--- src/rtl/brrs_pkg.sv ---
// package for the banked rom read splitter
// holds geometry constants, command and status codes, and payload structs
package brrs_pkg;

    localparam int CHUNK_BYTES = 32;
    localparam int BANK_BYTES  = 16384;
    localparam int MAX_REQUEST = 16384;
    localparam int BANK_SPLIT  = 32;

    localparam int CHUNK_W    = $clog2(CHUNK_BYTES);
    localparam int BANK_W     = $clog2(BANK_BYTES);
    localparam int OFS_W      = 21;
    localparam int SPAN_W     = OFS_W + 1;
    localparam int LEN_W      = 15;
    localparam int BANK_NUM_W = SPAN_W - BANK_W;

    localparam logic [1:0] CMD_READ = 2'd0;
    localparam logic [1:0] CMD_FILL = 2'd1;
    localparam logic [1:0] CMD_NONE = 2'd2;

    localparam logic [1:0] STAT_OK        = 2'd0;
    localparam logic [1:0] STAT_NOT_READY = 2'd1;
    localparam logic [1:0] STAT_TOO_LONG  = 2'd2;

    localparam logic [15:0] ADDR_MODE_REG = 16'h5000;
    localparam logic [15:0] ADDR_BANK_HI  = 16'h4000;
    localparam logic [15:0] ADDR_BANK_LO  = 16'h2000;
    localparam logic [15:0] ADDR_WINDOW   = 16'h4000;

    localparam logic [1:0] SUB_MODE    = 2'd0;
    localparam logic [1:0] SUB_BANK_HI = 2'd1;
    localparam logic [1:0] SUB_BANK_LO = 2'd2;
    localparam logic [1:0] SUB_READ    = 2'd3;

    localparam logic [2:0] STEP_FIRST_BANK = 3'd0;
    localparam logic [2:0] STEP_DIRECT     = 3'd3;
    localparam logic [2:0] STEP_LAST_ONE   = 3'd3;
    localparam logic [2:0] STEP_LAST_TWO   = 3'd7;

    typedef struct packed {
        logic [1:0]       port;
        logic [OFS_W-1:0] start_offset;
        logic [LEN_W-1:0] read_length;
    } req_t;

    typedef struct packed {
        logic [1:0]       port_res;
        logic [1:0]       command_kind;
        logic [15:0]      pak_address;
        logic [LEN_W-1:0] transfer_length;
        logic [7:0]       fill_value;
        logic [LEN_W-1:0] dest_offset;
        logic [1:0]       status;
        logic             last;
    } res_t;

    typedef struct packed {
        logic [1:0]        port;
        logic              single;
        logic [1:0]        status;
        logic [OFS_W-1:0]  pos;
        logic [SPAN_W-1:0] span_end;
    } desc_t;

endpackage

--- src/rtl/brrs_front.sv ---
// request classifier: checks port readiness and length, rounds the span to chunks
// depends on brrs_pkg
module brrs_front
    import brrs_pkg::*;
(
    input  req_t       req,
    input  logic [3:0] ready_mask,
    output desc_t      desc
);

    logic [SPAN_W-1:0] end_sum;

    always_comb
    begin
        end_sum = {1'b0, req.start_offset} + SPAN_W'(req.read_length)
                  + SPAN_W'(CHUNK_BYTES - 1);
        desc.port     = req.port;
        desc.pos      = (req.start_offset >> CHUNK_W) << CHUNK_W;
        desc.span_end = (end_sum >> CHUNK_W) << CHUNK_W;
        desc.single   = 1'b1;
        priority if (!ready_mask[req.port])
        begin
            desc.status = STAT_NOT_READY;
        end
        else if (req.read_length > LEN_W'(MAX_REQUEST))
        begin
            desc.status = STAT_TOO_LONG;
        end
        else if (req.read_length == '0)
        begin
            desc.status = STAT_OK;
        end
        else
        begin
            desc.status = STAT_OK;
            desc.single = 1'b0;
        end
    end

endmodule

--- src/rtl/brrs_desc_queue.sv ---
// two-entry queue of classified requests between the classifier and the sequencer
// depends on brrs_pkg
module brrs_desc_queue
    import brrs_pkg::*;
(
    input  logic  clk,
    input  logic  rst_n,
    input  logic  wr_en,
    input  desc_t wr_desc,
    output logic  full,
    input  logic  rd_en,
    output desc_t rd_desc,
    output logic  empty
);

    desc_t      slot_reg [2];
    logic       wr_ptr_reg, wr_ptr_next;
    logic       rd_ptr_reg, rd_ptr_next;
    logic [1:0] cnt_reg, cnt_next;

    assign full    = cnt_reg == 2'd2;
    assign empty   = cnt_reg == 2'd0;
    assign rd_desc = slot_reg[rd_ptr_reg];

    always_comb
    begin
        wr_ptr_next = wr_ptr_reg ^ wr_en;
        rd_ptr_next = rd_ptr_reg ^ rd_en;
        cnt_next    = 2'(cnt_reg + 2'(wr_en) - 2'(rd_en));
    end

    always_ff @(posedge clk or negedge rst_n)
    begin
        if (!rst_n)
        begin
            wr_ptr_reg <= 1'b0;
            rd_ptr_reg <= 1'b0;
            cnt_reg    <= 2'd0;
        end
        else
        begin
            wr_ptr_reg <= wr_ptr_next;
            rd_ptr_reg <= rd_ptr_next;
            cnt_reg    <= cnt_next;
        end
    end

    always_ff @(posedge clk)
    begin
        if (wr_en)
        begin
            slot_reg[wr_ptr_reg] <= wr_desc;
        end
    end

endmodule

--- src/rtl/brrs_back.sv ---
// command sequencer: walks a classified request one pak bus command per cycle, stalling
// while its two-entry result buffer is full; depends on brrs_pkg
module brrs_back
    import brrs_pkg::*;
(
    input  logic  clk,
    input  logic  rst_n,
    input  desc_t q_desc,
    input  logic  q_empty,
    output logic  q_pop,
    input  logic  pop,
    output logic  empty,
    output res_t  out_item
);

    desc_t      cur_reg, cur_next;
    logic       cur_valid_reg, cur_valid_next;
    logic [2:0] step_reg, step_next;

    res_t       buf_reg [2];
    logic       wr_ptr_reg, wr_ptr_next;
    logic       rd_ptr_reg, rd_ptr_next;
    logic [1:0] cnt_reg, cnt_next;

    logic [BANK_NUM_W-1:0] bank0, bank1, bank;
    logic [SPAN_W-1:0]     next_bound, stop0;
    logic [LEN_W-1:0]      len0, len1;
    logic [BANK_W-1:0]     rd_off;
    logic                  direct, two, region1, is_last, emit, finish, out_acc;
    logic [1:0]            sub;
    logic [2:0]            last_step;
    res_t                  res;

    always_comb
    begin
        bank0      = BANK_NUM_W'(cur_reg.pos >> BANK_W);
        bank1      = bank0 + BANK_NUM_W'(1);
        next_bound = {bank1, {BANK_W{1'b0}}};
        direct     = bank0 == '0;
        two        = cur_reg.span_end > next_bound;
        stop0      = two ? next_bound : cur_reg.span_end;
        len0       = LEN_W'(stop0 - {1'b0, cur_reg.pos});
        len1       = LEN_W'(cur_reg.span_end - next_bound);
        region1    = step_reg[2];
        sub        = step_reg[1:0];
        bank       = region1 ? bank1 : bank0;
        rd_off     = region1 ? '0 : cur_reg.pos[BANK_W-1:0];
        last_step  = two ? STEP_LAST_TWO : STEP_LAST_ONE;
        is_last    = cur_reg.single || (step_reg == last_step);

        res                 = '0;
        res.port_res        = cur_reg.port;
        res.last            = is_last;
        if (cur_reg.single)
        begin
            res.command_kind = CMD_NONE;
            res.status       = cur_reg.status;
        end
        else
        begin
            unique case (sub)
                SUB_MODE:
                begin
                    res.command_kind    = CMD_FILL;
                    res.pak_address     = ADDR_MODE_REG;
                    res.transfer_length = LEN_W'(CHUNK_BYTES);
                end
                SUB_BANK_HI:
                begin
                    res.command_kind    = CMD_FILL;
                    res.pak_address     = ADDR_BANK_HI;
                    res.transfer_length = LEN_W'(CHUNK_BYTES);
                    res.fill_value      = 8'(bank / BANK_SPLIT);
                end
                SUB_BANK_LO:
                begin
                    res.command_kind    = CMD_FILL;
                    res.pak_address     = ADDR_BANK_LO;
                    res.transfer_length = LEN_W'(CHUNK_BYTES);
                    res.fill_value      = 8'(bank % BANK_SPLIT);
                end
                SUB_READ:
                begin
                    res.command_kind    = CMD_READ;
                    res.pak_address     = (direct && !region1) ? 16'(rd_off)
                                                               : (ADDR_WINDOW | 16'(rd_off));
                    res.transfer_length = region1 ? len1 : len0;
                    res.dest_offset     = region1 ? len0 : '0;
                end
            endcase
        end
    end

    always_comb
    begin
        emit    = cur_valid_reg && (cnt_reg != 2'd2);
        finish  = emit && is_last;
        q_pop   = !q_empty && (!cur_valid_reg || finish);
        out_acc = pop && (cnt_reg != 2'd0);

        cur_next       = q_pop ? q_desc : cur_reg;
        cur_valid_next = q_pop ? 1'b1 : (finish ? 1'b0 : cur_valid_reg);
        priority if (q_pop)
        begin
            step_next = (q_desc.pos[OFS_W-1:BANK_W] == '0) ? STEP_DIRECT : STEP_FIRST_BANK;
        end
        else if (emit)
        begin
            step_next = step_reg + 3'd1;
        end
        else
        begin
            step_next = step_reg;
        end

        wr_ptr_next = wr_ptr_reg ^ emit;
        rd_ptr_next = rd_ptr_reg ^ out_acc;
        cnt_next    = 2'(cnt_reg + 2'(emit) - 2'(out_acc));
    end

    assign empty    = cnt_reg == 2'd0;
    assign out_item = buf_reg[rd_ptr_reg];

    always_ff @(posedge clk or negedge rst_n)
    begin
        if (!rst_n)
        begin
            cur_valid_reg <= 1'b0;
            step_reg      <= STEP_FIRST_BANK;
            wr_ptr_reg    <= 1'b0;
            rd_ptr_reg    <= 1'b0;
            cnt_reg       <= 2'd0;
        end
        else
        begin
            cur_valid_reg <= cur_valid_next;
            step_reg      <= step_next;
            wr_ptr_reg    <= wr_ptr_next;
            rd_ptr_reg    <= rd_ptr_next;
            cnt_reg       <= cnt_next;
        end
    end

    always_ff @(posedge clk)
    begin
        cur_reg <= cur_next;
        if (emit)
        begin
            buf_reg[wr_ptr_reg] <= res;
        end
    end

endmodule

--- src/rtl/banked_rom_read_splitter.sv ---
// top level of the banked rom read splitter: classifier, request queue, sequencer
// depends on brrs_pkg, brrs_front, brrs_desc_queue, brrs_back
//
//   channel   handshake            payload     notes
//   request   push / full          in_item     port, start offset, length
//   command   empty / pop          out_item    one pak bus command per beat
//   config    cfg_we               cfg_data    port ready mask, write only
//
// one command beat per cycle while the result buffer has room; a request gives 1, 4, 5
// or 8 beats, holding the sequencer until its last. a push passes the two-entry request
// queue, which lets pushes continue while the sequencer or pop stalls, and the current
// register before the result buffer. reset clears the ready mask and empties both queues.
module banked_rom_read_splitter
    import brrs_pkg::*;
(
    input  logic       clk,
    input  logic       rst_n,
    input  logic       push,
    output logic       full,
    input  req_t       in_item,
    output logic       empty,
    input  logic       pop,
    output res_t       out_item,
    input  logic       cfg_we,
    input  logic [3:0] cfg_data
);

    logic [3:0] ready_mask_reg, ready_mask_next;
    desc_t      f_desc, q_desc;
    logic       q_empty, q_pop;

    assign ready_mask_next = cfg_we ? cfg_data : ready_mask_reg;

    always_ff @(posedge clk or negedge rst_n)
    begin
        if (!rst_n)
        begin
            ready_mask_reg <= 4'd0;
        end
        else
        begin
            ready_mask_reg <= ready_mask_next;
        end
    end

    brrs_front u_front (
        .req        (in_item),
        .ready_mask (ready_mask_reg),
        .desc       (f_desc)
    );

    brrs_desc_queue u_queue (
        .clk     (clk),
        .rst_n   (rst_n),
        .wr_en   (push && !full),
        .wr_desc (f_desc),
        .full    (full),
        .rd_en   (q_pop),
        .rd_desc (q_desc),
        .empty   (q_empty)
    );

    brrs_back u_back (
        .clk      (clk),
        .rst_n    (rst_n),
        .q_desc   (q_desc),
        .q_empty  (q_empty),
        .q_pop    (q_pop),
        .pop      (pop),
        .empty    (empty),
        .out_item (out_item)
    );

    a_none_is_last: assert property (@(posedge clk) disable iff (!rst_n)
        (!empty && out_item.command_kind == CMD_NONE) |-> out_item.last)
        else $error("idle or error beat without last");

    a_fill_shape: assert property (@(posedge clk) disable iff (!rst_n)
        (!empty && out_item.command_kind == CMD_FILL) |->
        (out_item.transfer_length == LEN_W'(CHUNK_BYTES) && out_item.dest_offset == '0
         && !out_item.last))
        else $error("malformed fill write beat");

    a_error_no_command: assert property (@(posedge clk) disable iff (!rst_n)
        (!empty && out_item.status != STAT_OK) |-> out_item.command_kind == CMD_NONE)
        else $error("error status on a bus command");

endmodule
--- config.mk ---
export PLATFORM = sky130hd
export DESIGN_NAME = banked_rom_read_splitter
export DESIGN_NICKNAME = d
export VERILOG_FILES = /design/src/rtl/brrs_pkg.sv /design/src/rtl/brrs_front.sv /design/src/rtl/brrs_desc_queue.sv /design/src/rtl/brrs_back.sv /design/src/rtl/banked_rom_read_splitter.sv
export SDC_FILE = /design/constraint.sdc
export NUM_CORES = 1
export LEC_CHECK = 0
export BUFFER_PORTS_ARGS = -buffer_cell sky130_fd_sc_hd__buf_4
export CORE_ASPECT_RATIO = 0.6
export CORE_MARGIN = 2
export CORE_UTILIZATION = 25
export DETAILED_ROUTE_END_ITERATION = 8
export PLACE_DENSITY = 0.52
export SYNTH_ARGS = -nofsm -noshare
export SYNTH_HDL_FRONTEND = slang
export SYNTH_SLANG_ARGS = --single-unit
--- constraint.sdc ---
create_clock -name clk -period 4.1 [get_ports clk]
set_input_delay 0.615 -clock clk [delete_from_list [all_inputs] [get_ports clk]]
set_output_delay 0.615 -clock clk [all_outputs]
set_load 0.005 [all_outputs]
# ---- Word level (Yosys, flattened, before mapping)
# Memory sizes are Yosys's and may differ from the RTL's.
# Index checks and enable logic that the tools add are counted.
dict set report totals {
  ff_bits 64
  latch_bits 0
  mem_bits_rw 198
  rom_bits 0
  input_bits 47
  output_inout_bits 63
  elab_cells 89
  memories 2
}
# name depth word_bits rd rd_ports_with_merged_regs wr line_no
set mem_list {}
lappend mem_list {u_back.buf_reg 2 61 1 0 1 brrs_back.sv:20} ;# res_t buf_reg [2];
lappend mem_list {u_queue.slot_reg 2 38 1 0 1 brrs_desc_queue.sv:16} ;# desc_t slot_reg [2];
dict set report op_classes {
  n_addsub 10
  mul 0
  div_mod_pow 0
  order_cmp 3
  eq_ne 6
  shifts 0
  mux 29
  bitwise_logic 4
  reduce_logical 21
}
# operator count
set op_table {}
lappend op_table {{33-bit one-hot mux with 4 select lines} 1}
lappend op_table {{15-bit two-way mux} 5}
lappend op_table {{54-bit two-way mux} 1}
lappend op_table {{15-bit subtractor} 2}
lappend op_table {{21-bit by 15-bit adder with 22-bit output} 1}
lappend op_table {{22-bit by 5-bit adder with 22-bit output (second input constant)} 1}
lappend op_table {{22-bit > comparator} 1}
lappend op_table {{15-bit > comparator (second input constant)} 1}
lappend op_table {{15-bit logical NOT} 1}
lappend op_table {{14-bit two-way mux} 1}
lappend op_table {{1-bit two-way mux} 10}
lappend op_table {{2-bit two-way mux} 5}
lappend op_table {{5-bit one-hot mux with 2 select lines} 1}
lappend op_table {{3-bit two-way mux} 3}
lappend op_table {{7-bit by 1-bit adder with 8-bit output (second input constant)} 1}
lappend op_table {{8-bit logical NOT} 1}
lappend op_table {{8-bit two-way mux} 1}
lappend op_table {{7-bit logical NOT} 1}
lappend op_table {{2-bit equality test (second input constant)} 3}
lappend op_table {{1-bit logical AND} 6}
lappend op_table {{2-bit logical NOT} 3}
lappend op_table {{2-bit nonzero test} 3}
lappend op_table {{2-bit by 1-bit adder with 2-bit output} 2}
lappend op_table {{1-bit logical NOT} 4}
lappend op_table {{9 further kinds} 14}

# ---- Longest topological paths before layout
dict set report depth {
  depth_word 9
  depth_mapped 20
  depth_no_buf 19
}

# ---- By module
# Synthesis repeated with hierarchy kept, for this count alone.
dict set report unflattened {
  hier_cells 918
  hier_area_um2 13098.8
}
# module instances cells_each area_per_inst_um2 seq_area_each_um2
set modules_own_cells {}
lappend modules_own_cells {brrs_back 1 580 7975.1 5064.9}
lappend modules_own_cells {brrs_desc_queue 1 165 3717.3 2982.9}
lappend modules_own_cells {brrs_front 1 164 1255.0 0.0}
lappend modules_own_cells {banked_rom_read_splitter 1 9 151.4 100.1}

# ---- Worst setup path before layout
# Ideal clock, no wire load.
dict set report synth_timing {
  path_kind {register -> register}
  from {register u_back.cur_reg, in the netlist u_back.bank0[0]}
  to {register u_queue.cnt_reg[1]}
  setup_ns 0.123
  arrival_time_ns 4.018
  t_required_ns 3.977
  setup_slack_ns -0.042
  path_stages_with_launch 17
  n_path_buf 0
  period_less_slack_ns 4.142
  cell_sequence {edfxtp_1 > ha_1 > nand3_1 > nor2_1 > xnor2_1 > ha_1 > a21o_1 > a21oi_1 > inv_1 > o21ai_1 > mux2i_1 > nand2_1 > ha_1 > inv_1 > ha_1 > xnor2_1 > xnor2_1}
}
dict set report synth_via {
  elab_chain_cells 9
}
# item line_no
set synth_lines {}
lappend synth_lines {{from (decl)} brrs_back.sv:16} ;# desc_t cur_reg, cur_next;
lappend synth_lines {{from (signal assigned)} brrs_back.sv:146} ;# cur_reg <= cur_next;
lappend synth_lines {{7-bit by 1-bit adder with 8-bit output} brrs_back.sv:37} ;# bank1 = bank0 + BANK_NUM_W'(1);
lappend synth_lines {{22-bit > comparator} brrs_back.sv:40} ;# two = cur_reg.span_end > next_bound;
lappend synth_lines {{3-bit two-way mux} brrs_back.sv:48} ;# last_step = two ? STEP_LAST_TWO : STEP_LAST_ONE;
lappend synth_lines {{3-bit equality test} brrs_back.sv:49} ;# is_last = cur_reg.single || (step_reg == last_step);
lappend synth_lines {{1-bit logical OR} brrs_back.sv:49}
lappend synth_lines {{1-bit logical AND} brrs_back.sv:97} ;# finish = emit && is_last;
lappend synth_lines {{1-bit logical OR} brrs_back.sv:98} ;# q_pop = !q_empty && (!cur_valid_reg || finish);
lappend synth_lines {{1-bit logical AND} brrs_back.sv:98}
lappend synth_lines {{named net q_pop} banked_rom_read_splitter.sv:30} ;# logic q_empty, q_pop;
lappend synth_lines {{2-bit by 1-bit subtractor with 2-bit output} brrs_desc_queue.sv:29} ;# cnt_next = 2'(cnt_reg + 2'(wr_en) - 2'(rd_en));
lappend synth_lines {{named net u_queue.cnt_next[1]} brrs_desc_queue.sv:19} ;# logic [1:0] cnt_reg, cnt_next;
lappend synth_lines {{to (signal assigned)} brrs_desc_queue.sv:44} ;# cnt_reg <= cnt_next;
lappend synth_lines {{to (decl)} brrs_desc_queue.sv:19}
# The timed path passes the listed nets, and every way through them passes these cells.
# A chain may end at the register's enable or synchronous reset.

==> results.toml <==
[status]
outcome = "finished, final reports clean"

[final_layout]
largest_reg_flops = 84
final_area_um2 = 12200
drive_gt1_share_pct = 27.6
fin_util_pct = 30.3
nets = 942
seq_area_um2 = 6350
multi_input_area_um2 = 3550
layout.cells.non_filler = 1381
fillers = 4041
syn2layout_area_growth_pct = 20.2

[critical_path]
regToRegSetupSlack_ps = 360
startpoint_type = "register"
end_kind = "register"
r2r_cells = 17
crit_type = "register to register"
worst-path-buf-inv = 0
critPathSlowestCell = "edfxtp_1"
crit_chain = "ha_1 -> nand3_1 -> xor2_1 -> ha_1 -> nand3_1 -> o21bai_1 -> a31oi_2 -> o21ai_4 -> and2_1 -> ha_1 -> nor2b_1 -> o21ai_1 -> a21oi_2 -> nand2b_1 -> a21oi_2 -> mux2i_1 -> nand2_1"
crit_path_frequent_cell = "ha_1"
required_ps = 4360
worst-path-max-fanout = 7
max_stage_delay_ps = 360
r2r_end = "u_back.buf_reg[0][39]"
crit_family = "compound AO/OA/AOI/OAI gates"
worstPathArrival_ps = 4000
r2r_start = "u_back.bank0[0]"

[sta]
min_period_ps = 3740
timing.hold.ws_ps = 307
finalMaxSlewViolations = 0
fmax_ghz = 0.267
setup_viol = 0
tightest_slew_ps = 1020
fin_ws_ps = 360
final_hold_viol_count = 0
post-route-period-util_pct = 91.2
fin_skew_ps = 12.8
fin_tns_setup_ps = 0
rsz0062_at_grt = "false"
slew_headroom_pct = 32.1

[drt]
firstDrtPassIters = 5
wl_met3_mm = 1.19
drc_errors = 0
antenna_left = 0
routed.top_layer = "met4"
wl_met2_mm = 8.12
wirelength_met1_mm = 12.5
drtIter0Drc = 354
wl_per_cell_um = 16.0
vias = 5730
vias_per_cell = 4.15
drt-total-wl_mm = 22.1

[power]
power_leakage_nw = 4.70
power_mw = 10.3
p_per_area_nw_per_um2 = 846
irDropWorstVdd_mv = 0.301

[yosys]
syn_area_um2 = 10200
ys_async_sr_fraction_pct = 7.48
yosysSeqAreaShare_pct = 62.5
netlist_top_cells_count = "198 x edfxtp_1, 84 x mux2_2, 59 x ha_1, 46 x nor2_1, 45 x inv_1"
synth_cell_types = 49
yosysWarnings = 0
synth_area_leaders = "edfxtp_1 59%, mux2_2 9.3%, ha_1 7.3%"
ys_ff_latch = 214
synth_top_area_share_pct = 58.5
synth_edf_count = 198
yosysMostFrequentCell = "edfxtp_1"
syn_inst = 730
avgSynthCellArea_um2 = 13.9
synth_flop_cell = "edfxtp_1"
yosys.area.top_type = "edfxtp_1"

[global_route]
grt_overflow_total = 0
track_usage_pct = 10.4
grt_pass1_vias = 5448
grt_pass1_wl_mm = 33.8
grt_max_degree = 40
grt_antenna_before_repair = 1

[run]
cap_viol_max_count = 0

[floorplan]
start_util_pct = 25.2
die_area_um2 = 42300
die_width_um = 264
die_h_um = 160
num_rows = 57
core-area_um2 = 40300
io_pins = 110

[worst_hold_path]
worstHoldStart = "in_item[22]"
min_path_type = "primary input to register"
whs_endpoint = "u_queue.slot_reg[0][19]"
hold_depth = 1

[clocking]
cts_max_path_buffers = 3
clock_sinks = 214
root_buffer = "clkbuf_16"
post-cts-setup-buffer-count = 0
clk_pin_slew_ps = 60
htree_levels = 1
insertion_delay_ps = 510
cts_buffers = 22
cts_tree = "done"

[place]
dpl_cell_area_um2 = 11400
post-place-ws_ps = 135
dp_cells = 1341
place_congestion = 0.835
dp_hpwl_mm = 16.4
io_buffers = 90
layer usage:
layer  vias up  global-route usage (%)
met5         -                       0
met4         0                    2.04
met3        27                    2.74
met2       124                    12.9
met1      2732                    17.4
li1       2847                       -
final cells by class:
class	instances	share of cell area [%]
Clock inverter	13	1.14
Inverter	45	1.38
Clock buffer	25	4.77
Multi-Input combinational cell	451	29.0
Timing Repair Buffer	101	6.23
Antenna cell	1	0.0205
Sequential cell	214	52.0
Tap cell	531	5.44
worst max path at each step:
stage	startpoint	end	slack, ps	depth (start not counted)
after CTS	u_back.bank0[0]	u_back.buf_reg[1][40]	120	19
after floorplan	u_back.bank0[0]	u_back.buf_reg[0][17]	330	20
after global placement	u_back.bank0[0]	u_back.buf_reg[0][39]	270	18
after detailed placement	u_back.bank0[0]	u_back.buf_reg[1][40]	130	19
final	u_back.bank0[0]	u_back.buf_reg[0][39]	360	17
after global routing	u_back.bank0[0]	u_back.buf_reg[0][40]	20	19
logic make-up (layout without fill, tap and decap cells):
family / count (synthesis) / after routing / share of synthesized area [%]
adders and majority gates: 60 / 60 / 7.46
AOI/OAI and AO/OA: 72 / 72 / 4.42
and+or+nand+nor: 171 / 171 / 8.48
muxes: 89 / 89 / 9.92
other: 1 / 20 / 0.0369
DFF: 214 / 214 / 62.5
buffers and inverters: 83 / 184 / 3.77
xor gates and xnor gates: 40 / 40 / 3.45
report_power, final:
part           internal, mW  leakage (nW)  total [mW]  switching [mW]
combinational          1.86          2.27        4.15            2.28
sequential             3.69          2.08        4.17           0.484
clock                  1.20         0.348        2.01           0.809
total                  6.76          4.70        10.3            3.58
placed cells by master, fill, tap and decap left out, types with 5 or more instances in the layout:
master / instances
edfxtp_1: 198
nor2_1: 46
clkbuf_16: 23
ha_1: 55
inv_1: 45
xor2_1: 17
nand2_1: 32
o21ai_0: 10
o21a_1: 6
xnor2_1: 23
a21o_1: 8
nor3_1: 12
dfrtp_1: 15
nor4_1: 6
mux2_2: 84
nand3_1: 16
a21oi_1: 24
and2_1: 14
and3_1: 7
nand2b_1: 6
buf_4: 100
nor2b_1: 11
conb_1: 19
o21ai_1: 5
clkinv_1: 5
what timing repair did:
| item | in CTS | in global routing |
|---|---|---|
| hold buffers | 1 | 0 |
| endpoints found under the hold margin | 16 | 0 |
| setup endpoints to repair | 0 | 22 |
| resized for setup | 0 | 7 |
No activity file was read; power rests on OpenSTA's default activity.
